$ cat src/rtl/core/wiin_pkg.sv
// Shared types and constants for the weighted image normalizer.
// Holds the channel words, the configuration set and the arithmetic unit interface.
// No dependencies.
package wiin_pkg;

   localparam int SAMPLE_BITS = 32;

   localparam int Q_W = 48;
   localparam int STEP_W = 6;
   localparam logic [STEP_W-1:0] DIV_STEPS = STEP_W'(48);
   localparam logic [STEP_W-1:0] RATIO_STEPS = STEP_W'(32);
   localparam logic [STEP_W-1:0] SQRT_STEPS = STEP_W'(16);

   localparam logic [15:0] TOLERANCE_RESET = 16'd6554;
   localparam logic [31:0] PSF_REF_PEAK_RESET = 32'd0;
   localparam logic ZERO_BELOW_RESET = 1'b0;
   localparam logic MASK_BELOW_RESET = 1'b1;

   localparam logic FUNC_MEASURE = 1'b0;
   localparam logic FUNC_NORMALIZE = 1'b1;

   typedef enum logic [1:0] {
      CSR_TOLERANCE    = 2'd0,
      CSR_PSF_REF_PEAK = 2'd1,
      CSR_ZERO_BELOW   = 2'd2,
      CSR_MASK_BELOW   = 2'd3
   } csr_index_type;

   typedef struct packed {
      logic              func;
      logic              first_pixel;
      logic [31:0]       weight;
      logic signed [31:0] psf_value;
      logic signed [31:0] image_value;
   } req_word_type;

   typedef struct packed {
      logic signed [31:0] image_out;
      logic signed [31:0] psf_out;
      logic [15:0]       mask_out;
      logic              above_cutoff;
      logic signed [31:0] psf_peak;
      logic              error;
   } rsp_word_type;

   typedef struct packed {
      logic [15:0] tolerance;
      logic [31:0] psf_reference_peak;
      logic        zero_below_cutoff;
      logic        mask_below_cutoff;
   } cfg_type;

   typedef struct packed {
      logic              start;
      logic              is_sqrt;
      logic [STEP_W-1:0] steps;
      logic [31:0]       rem_init;
      logic [63:0]       src_init;
      logic [31:0]       divisor;
   } unit_cmd_type;

   typedef struct packed {
      logic           done;
      logic [Q_W-1:0] quotient;
   } unit_status_type;

endpackage

$ cat src/rtl/core/wiin_csr.sv
// Configuration registers of the weighted image normalizer.
// Depends on wiin_pkg for the register indexes and the configuration struct.
module wiin_csr (
   input  logic                   clock,
   input  logic                   reset,
   input  logic                   csr_valid,
   output logic                   csr_ready,
   input  wiin_pkg::csr_index_type csr_index,
   input  logic [31:0]            csr_wdata,
   output wiin_pkg::cfg_type      cfg
);

   wiin_pkg::cfg_type cfg_ff;
   wiin_pkg::cfg_type cfg_in;

   assign csr_ready = 1'b1;
   assign cfg = cfg_ff;

   always_comb begin
      cfg_in = cfg_ff;
      if (csr_valid) begin
         case (csr_index)
            wiin_pkg::CSR_TOLERANCE: begin
               cfg_in.tolerance = csr_wdata[15:0];
            end
            wiin_pkg::CSR_PSF_REF_PEAK: begin
               cfg_in.psf_reference_peak = csr_wdata;
            end
            wiin_pkg::CSR_ZERO_BELOW: begin
               cfg_in.zero_below_cutoff = csr_wdata[0];
            end
            wiin_pkg::CSR_MASK_BELOW: begin
               cfg_in.mask_below_cutoff = csr_wdata[0];
            end
            default: begin
               cfg_in = cfg_ff;
            end
         endcase
      end
   end

   always_ff @(posedge clock) begin
      if (reset) begin
         cfg_ff.tolerance <= wiin_pkg::TOLERANCE_RESET;
         cfg_ff.psf_reference_peak <= wiin_pkg::PSF_REF_PEAK_RESET;
         cfg_ff.zero_below_cutoff <= wiin_pkg::ZERO_BELOW_RESET;
         cfg_ff.mask_below_cutoff <= wiin_pkg::MASK_BELOW_RESET;
      end else begin
         cfg_ff <= cfg_in;
      end
   end

endmodule

$ cat src/rtl/core/wiin_divsqrt.sv
// Shared iterative compare-subtract unit: restoring division or integer square root.
// Depends on wiin_pkg for the command and status structs.
module wiin_divsqrt (
   input  logic                     clock,
   input  logic                     reset,
   input  wiin_pkg::unit_cmd_type    cmd,
   output wiin_pkg::unit_status_type status
);

   logic                          is_sqrt_ff, is_sqrt_in;
   logic [31:0]                   divisor_ff, divisor_in;
   logic [wiin_pkg::STEP_W-1:0]   count_ff, count_in;
   logic [31:0]                   rem_ff, rem_in;
   logic [63:0]                   src_ff, src_in;
   logic [wiin_pkg::Q_W-1:0]      q_ff, q_in;
   logic                          done_ff, done_in;

   logic [32:0] cand;
   logic [32:0] trial;
   logic [33:0] diff;
   logic        ge;

   always_comb begin
      if (is_sqrt_ff) begin
         cand = {rem_ff[30:0], src_ff[63:62]};
         trial = {15'b0, q_ff[15:0], 2'b01};
      end else begin
         cand = {rem_ff, src_ff[63]};
         trial = {1'b0, divisor_ff};
      end
      diff = {1'b0, cand} - {1'b0, trial};
      ge = ~diff[33];
   end

   always_comb begin
      is_sqrt_in = is_sqrt_ff;
      divisor_in = divisor_ff;
      count_in = count_ff;
      rem_in = rem_ff;
      src_in = src_ff;
      q_in = q_ff;
      done_in = done_ff;
      if (cmd.start) begin
         is_sqrt_in = cmd.is_sqrt;
         divisor_in = cmd.divisor;
         count_in = cmd.steps;
         rem_in = cmd.rem_init;
         src_in = cmd.src_init;
         q_in = '0;
         done_in = 1'b0;
      end else if (count_ff != '0) begin
         rem_in = ge ? diff[31:0] : cand[31:0];
         q_in = {q_ff[wiin_pkg::Q_W-2:0], ge};
         src_in = is_sqrt_ff ? {src_ff[61:0], 2'b00} : {src_ff[62:0], 1'b0};
         count_in = count_ff - 1'b1;
         done_in = (count_ff == wiin_pkg::STEP_W'(1));
      end
   end

   always_ff @(posedge clock) begin
      if (reset) begin
         count_ff <= '0;
         done_ff <= 1'b0;
      end else begin
         count_ff <= count_in;
         done_ff <= done_in;
      end
   end

   always_ff @(posedge clock) begin
      is_sqrt_ff <= is_sqrt_in;
      divisor_ff <= divisor_in;
      rem_ff <= rem_in;
      src_ff <= src_in;
      q_ff <= q_in;
   end

   assign status.done = done_ff;
   assign status.quotient = q_ff;

endmodule

$ cat src/rtl/core/weighted_image_normalizer_unit.sv
// Weighted image normalizer, Q16.16 fixed point. Depends on wiin_pkg, wiin_csr, wiin_divsqrt.
// The req channel takes one pixel word. A measure word (func 0) updates the weight and
// spread maxima in the cycle it is taken and gives no result; first_pixel reloads them.
// A normalize word (func 1) gives one rsp word: the image sample divided by its weight
// or by the maximum weight, the clean mask, the spread sample divided by its reference
// peak or measured maximum, the cutoff flag, the spread maximum and the error flag.
// Quotients saturate. A normalize word runs through one shared compare-subtract unit:
// image division (48 steps), weight ratio (32 steps), square root (16 steps), spread
// division (48 steps), through the states MUL, CMP, IMG, RATIO, SQRT, PSF and FINISH.
// The result word is registered as FINISH returns to IDLE, and a new request is taken
// only in IDLE, which a measure word never leaves. req_stall is high while a word is at work.
// If rsp_stall holds a previous word, the finished word waits until the output
// register frees up. The csr channel is always ready; write it only while idle.
// Reset is synchronous: maxima clear to zero, registers take their reset values
// (tolerance 0.1, reference peak 0, zeroing off, mask below cutoff on).
module weighted_image_normalizer_unit (
   input  logic                    clock,
   input  logic                    reset,
   input  logic                    req_valid,
   output logic                    req_stall,
   input  wiin_pkg::req_word_type  req_data,
   output logic                    rsp_valid,
   input  logic                    rsp_stall,
   output wiin_pkg::rsp_word_type  rsp_data,
   input  logic                    csr_valid,
   output logic                    csr_ready,
   input  wiin_pkg::csr_index_type csr_index,
   input  logic [31:0]             csr_wdata
);

   typedef enum logic [7:0] {
      ST_IDLE   = 8'b0000_0001,
      ST_MUL    = 8'b0000_0010,
      ST_CMP    = 8'b0000_0100,
      ST_IMG    = 8'b0000_1000,
      ST_RATIO  = 8'b0001_0000,
      ST_SQRT   = 8'b0010_0000,
      ST_PSF    = 8'b0100_0000,
      ST_FINISH = 8'b1000_0000
   } state_type;

   localparam logic [63:0] SAT_MAX_MAG = (64'd1 << (wiin_pkg::SAMPLE_BITS - 1)) - 64'd1;

   function automatic logic [31:0] sat_quotient(
      input logic                     num_neg,
      input logic                     num_zero,
      input logic                     res_neg,
      input logic                     div_zero,
      input logic [wiin_pkg::Q_W-1:0] mag
   );
      logic [63:0] mag64;
      logic [63:0] val;
      begin
         mag64 = {{(64 - wiin_pkg::Q_W){1'b0}}, mag};
         if (div_zero) begin
            if (num_zero) begin
               val = '0;
            end else if (num_neg) begin
               val = ~SAT_MAX_MAG;
            end else begin
               val = SAT_MAX_MAG;
            end
         end else if (res_neg) begin
            val = (mag64 > SAT_MAX_MAG + 64'd1) ? ~SAT_MAX_MAG : (64'd0 - mag64);
         end else begin
            val = (mag64 > SAT_MAX_MAG) ? SAT_MAX_MAG : mag64;
         end
         return val[31:0];
      end
   endfunction

   wiin_pkg::cfg_type         cfg;
   wiin_pkg::unit_cmd_type    cmd;
   wiin_pkg::unit_status_type status;

   state_type state_ff, state_in;

   logic [31:0]        max_weight_ff, max_weight_in;
   logic signed [31:0] max_psf_ff, max_psf_in;
   logic [31:0]        weight_ff, weight_in;
   logic signed [31:0] psf_ff, psf_in;
   logic signed [31:0] img_ff, img_in;
   logic [47:0]        prod_ff, prod_in;
   logic               above_ff, above_in;
   logic [31:0]        img_res_ff, img_res_in;
   logic [15:0]        mask_ff, mask_in;
   logic               rsp_valid_ff, rsp_valid_in;
   wiin_pkg::rsp_word_type rsp_data_ff, rsp_data_in;

   logic        req_accept;
   logic        above_now;
   logic [31:0] img_div;
   logic [31:0] img_mag;
   logic [31:0] psf_mag;
   logic [31:0] ratio_now;
   logic [31:0] sqrt_src;
   logic        den_from_max;
   logic        den_neg;
   logic        den_zero;
   logic [31:0] den_mag;
   logic [31:0] psf_res;
   logic        out_free;

   wiin_csr u_csr (
      .clock     (clock),
      .reset     (reset),
      .csr_valid (csr_valid),
      .csr_ready (csr_ready),
      .csr_index (csr_index),
      .csr_wdata (csr_wdata),
      .cfg       (cfg)
   );

   wiin_divsqrt u_divsqrt (
      .clock  (clock),
      .reset  (reset),
      .cmd    (cmd),
      .status (status)
   );

   assign req_stall = (state_ff != ST_IDLE);
   assign req_accept = req_valid && !req_stall;
   assign out_free = !rsp_valid_ff || !rsp_stall;

   always_comb begin
      above_now = {weight_ff, 16'b0} > prod_ff;
      img_div = above_ff ? weight_ff : max_weight_ff;
      img_mag = img_ff[31] ? (~img_ff + 32'd1) : img_ff;
      psf_mag = psf_ff[31] ? (~psf_ff + 32'd1) : psf_ff;
      ratio_now = (weight_ff >= max_weight_ff) ? 32'hFFFF_FFFF : status.quotient[31:0];
      sqrt_src = above_ff ? ratio_now : {cfg.tolerance, 16'b0};
      den_from_max = (cfg.psf_reference_peak == 32'd0);
      den_neg = den_from_max && max_psf_ff[31];
      den_zero = den_from_max && (max_psf_ff == 32'sd0);
      if (!den_from_max) begin
         den_mag = cfg.psf_reference_peak;
      end else if (max_psf_ff[31]) begin
         den_mag = ~max_psf_ff + 32'd1;
      end else begin
         den_mag = max_psf_ff;
      end
      psf_res = sat_quotient(psf_ff[31], psf_ff == 32'sd0, psf_ff[31] ^ den_neg, den_zero,
                             status.quotient);
   end

   always_comb begin
      state_in = state_ff;
      max_weight_in = max_weight_ff;
      max_psf_in = max_psf_ff;
      weight_in = weight_ff;
      psf_in = psf_ff;
      img_in = img_ff;
      prod_in = prod_ff;
      above_in = above_ff;
      img_res_in = img_res_ff;
      mask_in = mask_ff;
      rsp_valid_in = rsp_valid_ff && rsp_stall;
      rsp_data_in = rsp_data_ff;
      cmd = '0;
      case (state_ff)
         ST_IDLE: begin
            if (req_accept) begin
               weight_in = req_data.weight;
               psf_in = req_data.psf_value;
               img_in = req_data.image_value;
               if (req_data.func == wiin_pkg::FUNC_MEASURE) begin
                  if (req_data.first_pixel) begin
                     max_weight_in = req_data.weight;
                     max_psf_in = req_data.psf_value;
                  end else begin
                     if (req_data.weight > max_weight_ff) begin
                        max_weight_in = req_data.weight;
                     end
                     if (req_data.psf_value > max_psf_ff) begin
                        max_psf_in = req_data.psf_value;
                     end
                  end
               end else begin
                  state_in = ST_MUL;
               end
            end
         end
         ST_MUL: begin
            prod_in = {32'b0, cfg.tolerance} * {16'b0, max_weight_ff};
            state_in = ST_CMP;
         end
         ST_CMP: begin
            above_in = above_now;
            cmd.start = 1'b1;
            cmd.is_sqrt = 1'b0;
            cmd.steps = wiin_pkg::DIV_STEPS;
            cmd.rem_init = '0;
            cmd.src_init = {img_mag, 32'b0};
            cmd.divisor = above_now ? weight_ff : max_weight_ff;
            state_in = ST_IMG;
         end
         ST_IMG: begin
            if (status.done) begin
               if (!above_ff && cfg.zero_below_cutoff) begin
                  img_res_in = '0;
               end else begin
                  img_res_in = sat_quotient(img_ff[31], img_ff == 32'sd0, img_ff[31],
                                            img_div == 32'd0, status.quotient);
               end
               cmd.start = 1'b1;
               cmd.is_sqrt = 1'b0;
               cmd.steps = wiin_pkg::RATIO_STEPS;
               cmd.rem_init = weight_ff;
               cmd.src_init = '0;
               cmd.divisor = max_weight_ff;
               state_in = ST_RATIO;
            end
         end
         ST_RATIO: begin
            if (status.done) begin
               cmd.start = 1'b1;
               cmd.is_sqrt = 1'b1;
               cmd.steps = wiin_pkg::SQRT_STEPS;
               cmd.rem_init = '0;
               cmd.src_init = {sqrt_src, 32'b0};
               cmd.divisor = '0;
               state_in = ST_SQRT;
            end
         end
         ST_SQRT: begin
            if (status.done) begin
               mask_in = (!above_ff && cfg.mask_below_cutoff) ? 16'd0 : status.quotient[15:0];
               cmd.start = 1'b1;
               cmd.is_sqrt = 1'b0;
               cmd.steps = wiin_pkg::DIV_STEPS;
               cmd.rem_init = '0;
               cmd.src_init = {psf_mag, 32'b0};
               cmd.divisor = den_mag;
               state_in = ST_PSF;
            end
         end
         ST_PSF: begin
            if (status.done) begin
               state_in = ST_FINISH;
            end
         end
         ST_FINISH: begin
            if (out_free) begin
               rsp_valid_in = 1'b1;
               rsp_data_in.image_out = img_res_ff;
               rsp_data_in.psf_out = psf_res;
               rsp_data_in.mask_out = mask_ff;
               rsp_data_in.above_cutoff = above_ff;
               rsp_data_in.psf_peak = max_psf_ff;
               rsp_data_in.error = (max_weight_ff == 32'd0) || den_zero || den_neg;
               state_in = ST_IDLE;
            end
         end
         default: begin
            state_in = ST_IDLE;
         end
      endcase
   end

   always_ff @(posedge clock) begin
      if (reset) begin
         state_ff <= ST_IDLE;
         max_weight_ff <= '0;
         max_psf_ff <= '0;
         rsp_valid_ff <= 1'b0;
      end else begin
         state_ff <= state_in;
         max_weight_ff <= max_weight_in;
         max_psf_ff <= max_psf_in;
         rsp_valid_ff <= rsp_valid_in;
      end
   end

   always_ff @(posedge clock) begin
      weight_ff <= weight_in;
      psf_ff <= psf_in;
      img_ff <= img_in;
      prod_ff <= prod_in;
      above_ff <= above_in;
      img_res_ff <= img_res_in;
      mask_ff <= mask_in;
      rsp_data_ff <= rsp_data_in;
   end

   assign rsp_valid = rsp_valid_ff;
   assign rsp_data = rsp_data_ff;

endmodule

$ cat config.mk
export PLATFORM = sky130hd
export DESIGN_NAME = weighted_image_normalizer_unit
export DESIGN_NICKNAME = d
export VERILOG_FILES = /design/src/rtl/core/wiin_pkg.sv /design/src/rtl/core/wiin_csr.sv /design/src/rtl/core/wiin_divsqrt.sv /design/src/rtl/core/weighted_image_normalizer_unit.sv
export SDC_FILE = /design/constraint.sdc
export NUM_CORES = 2
export LEC_CHECK = 0
export BUFFER_PORTS_ARGS = -buffer_cell sky130_fd_sc_hd__buf_4
export CAP_MARGIN = 40
export CORE_ASPECT_RATIO = 0.8
export CORE_MARGIN = 2
export CORE_UTILIZATION = 35
export CTS_CLUSTER_SIZE = 8
export DETAILED_ROUTE_END_ITERATION = 8
export PLACE_DENSITY_LB_ADDON = 0.1
export SYNTH_ARGS = -nofsm -noshare
export SYNTH_HDL_FRONTEND = slang
export SYNTH_SLANG_ARGS = --single-unit
$ cat constraint.sdc
create_clock -name clock -period 10.8 [get_ports clock]
set_input_delay 2.16 -clock clock [delete_from_list [all_inputs] [get_ports clock]]
set_output_delay 2.16 -clock clock [all_outputs]
set_load 0.005 [all_outputs]
==> flow_metrics.tcl <==
set metrics [dict create \
    status "complete, no violations" \
    drv_cap 0 \
    whs_ns 0.401 \
    coreArea_sq_um 132000 \
    yosys_warnings 0 \
    dieHeight_microns 331 \
    diodes 0 \
    cts.sinks 582 \
    postCtsHoldBufs 0 \
    die_w_microns 413 \
    worst_path_max_delay_cell "dfxtp_1" \
    grt_usage_pct 23.3 \
    cp_data_required_time_ns 11.23 \
    cts_resized 0 \
    synth_edf_count 404 \
    max_stage_delay_ns 0.71 \
    cp_max_fo 20 \
    vias 36097 \
    drt_iter0_drc 2984 \
    ys_types 78 \
    seq_area_frac_synth_pct 33.6 \
    cts_setup_buffers 0 \
    avgSynthCellArea_sq_um 9.60 \
    p_int_w 0.00596 \
    wl_mm 158 \
    ir_worst_vdd_v 0.000177 \
    p_leak_nw 22.6 \
    switching_share_pct 39.1 \
    startpoint_type "flop" \
    syn-cell-area_sq_um 46800 \
    hold_viol 0 \
    rows 119 \
    skew_ns 0.0382 \
    ys_ff_latch 582 \
    post-route-drc-count 0 \
    maxSlewViolCount 0 \
    setup_viol 0 \
    io_pins 254 \
    grt_overflow 0 \
    min_path_type "flop to flop" \
    path_common_cell "fa_1" \
    crit_arrival_ns 8.40 \
    crit_chain "buf_4, nand2_1, fa_1, fa_1, fa_1, inv_1, fa_1, fa_1, inv_1, fa_1, inv_1, ha_1, a21oi_1, nor2_1, a211oi_1, o21ai_0, o31ai_1, a211oi_1, o41ai_1, o21ai_0, a21oi_1, xnor2_1" \
    place_ws_ns 2.92 \
    dieArea_sq_um 137000 \
    finalSetupTns_ns 0 \
    root_buffer "clkbuf_16" \
    grt_pass1_wl_mm 237 \
    final_layout_size_suffix_gt1_share_pct 10.5 \
    firstDrtPassIters 6 \
    synth-async-reset-ratio_pct 0 \
    wl_per_cell_microns 23.1 \
    fmaxAchievable_mhz 125 \
    synthesis.nets 5716 \
    start_util_pct 35.4 \
    first_global_vias 35556 \
    grt_max_degree 75 \
    clockBufferDepth 3 \
    cts_max_level 3 \
    rsz0062_at_grt "no" \
    cts_buffers 84 \
    p_comb_share_pct 40.7 \
    critPathCaptureType "flop" \
    dp_hpwl_mm 119 \
    clkTransAtPathRegs_ns 0.05 \
    detail-route-antenna-nets 0 \
    maxSlewHeadroom_pct 38.5 \
    p_seq_share_pct 33.0 \
    period_share_pct 73.8 \
    tritoncts "built" \
    tightest_slew_ns 0.915 \
    switchingPower_w 0.00383 \
    timing.final.ws_setup_ns 2.83 \
    crit_type "flop to flop" \
    netlist_instances 4874 \
    antenna_found_initial 4 \
    finalCriticalPeriod_ns 7.97 \
    power_density_nw_per_um2 183 \
    gp_congestion 0.868 \
    insertion_delay_ns 0.69 \
    avgViaCountPerCell 5.27 \
    synth_top_flop_cell "edfxtp_1" \
    area_delta_synth_final_pct 14.0 \
    fin_nets 5863 \
    port_buffers 252 \
    pwr-share-clk_pct 26.3 \
]
[state kept, by name, summed over array words and instances, names as in the netlist, 48 cells and up]
signal and count:
rsp_data 114, u_csr.cfg 50, prod_ff 48, u_divsqrt.q_ff 48
[cells in the mapped netlist (35+ instances only)]
master / count / area share (%)
nand2b_1: 49 / 0.66
o21ai_0: 247 / 2.6
mux2i_1: 130 / 2.8
a21oi_1: 219 / 2.3
a221oi_1: 40 / 0.75
nand4_1: 47 / 0.63
xor2_1: 35 / 0.66
and2_1: 229 / 3.1
inv_1: 595 / 4.8
nor2_1: 184 / 1.5
nor4_1: 48 / 0.64
mux2_2: 38 / 0.91
clkbuf_1: 264 / 2.1
dfxtp_1: 178 / 7.6
a21o_1: 89 / 1.4
xnor2_1: 157 / 2.9
nor3_1: 37 / 0.40
o31ai_1: 38 / 0.61
nand3_1: 35 / 0.37
ha_1: 286 / 7.6
nand2_1: 736 / 5.9
a22oi_1: 42 / 0.67
fa_1: 419 / 18
edfxtp_1: 404 / 26
[layer usage]
metal / vias to the layer above / part of all wire, % / GRT usage, %
met5: - / 0.021 / 0
met4: 6 / 2.1 / 4.86
met3: 169 / 5.9 / 3.45
met2: 1074 / 44 / 35.4
met1: 18154 / 48 / 34.9
li1: 16694 / - / -
[cell families (layout without fill, tap and decap cells)]
group	count (synthesis)	in the layout	synth area share, %
other cells	1	1	0.00802
mux	168	168	3.70
simple gates	1483	1483	15.0
fa+ha+maj	705	705	25.6
buf+inv	896	1113	7.23
xor+xnor	192	192	3.59
flops	582	582	33.6
compound gates	847	847	11.4
[cell type report]
class	count	area, sq um
timing repair buffer	361	2900
fill	13172	78700
clock buffer	148	2370
tap	1754	2190
sequential	582	15700
multi-input combinational	3396	27800
inverter	596	2240
clock inverter	8	156
[critical path: cells and delay by family (launching register included)]
| family | cells | cell delay [ns] |
|---|---|---|
| compound gates | 8 | 2.79 |
| buf+inv | 4 | 0.56 |
| fa+ha+maj | 7 | 3.41 |
| flops | 1 | 0.71 |
| xor+xnor | 1 | 0.08 |
| simple gates | 2 | 0.18 |
[power by group through the flow]
stage	logic, W	clock network [W]	registers, W
after global placement	0.00390	0	0.00327
after CTS	0.00399	0.00264	0.00322
after floorplan	0.00292	0	0.00308
after detailed placement	0.00397	0	0.00325
after global routing	0.00449	0.00272	0.00326
final	0.00399	0.00257	0.00323
[path summary, 6_finish.rpt]
path	cells after the start	slack (ns)	to	startpoint
worst max-delay path	22	2.83	prod_ff[45]$_DFFE_PP_	u_csr.cfg[36]$_SDFFE_PP0P_
worst min-delay path	0	0.40	rsp_data[90]$_DFFE_PP_	img_res_ff[8]$_SDFFCE_PP0P_
worst max register to register	22	2.83	prod_ff[45]$_DFFE_PP_	u_csr.cfg[36]$_SDFFE_PP0P_
worst min register to register	0	0.40	rsp_data[90]$_DFFE_PP_	img_res_ff[8]$_SDFFCE_PP0P_
[stage by stage]
stage / instance area (sq um) / std cells / utilization, % / power [W]
final: 53300 / 6845 / 40.4 / 0.00978
after CTS: 53300 / 6844 / 40.4 / 0.00984
after floorplan: 46800 / 4874 / - / 0.00600
after global routing: 53300 / 6845 / 40.4 / 0.0105
after detailed placement: 50800 / 6688 / 38.5 / 0.00722
after global placement: 50500 / 6670 / 38.2 / 0.00717
[placed cells by master, fill, tap and decap left out, drive strengths merged, types with 15 or more instances in the layout]
cell,Yosys,final
o21a,15,15
and2,229,229
nand2b,50,50
nand4,47,47
o31ai,39,39
fa,419,419
a211oi,21,21
ha,286,286
o41ai,16,16
a221oi,40,40
or4,23,23
clkbuf,264,149
nor2,184,184
buf,36,360
mux2i,130,130
o22ai,25,25
mux2,38,38
nor2b,21,21
dfxtp,178,178
xnor2,157,157
a21oi,220,220
inv,595,597
xor2,35,35
nor3,38,38
nand3,35,35
edfxtp,404,404
nand2,736,736
a21o,89,89
o21ai,252,252
or3,23,23
a22oi,42,42
nor4,49,49
(Power assumes the default switching activity.)
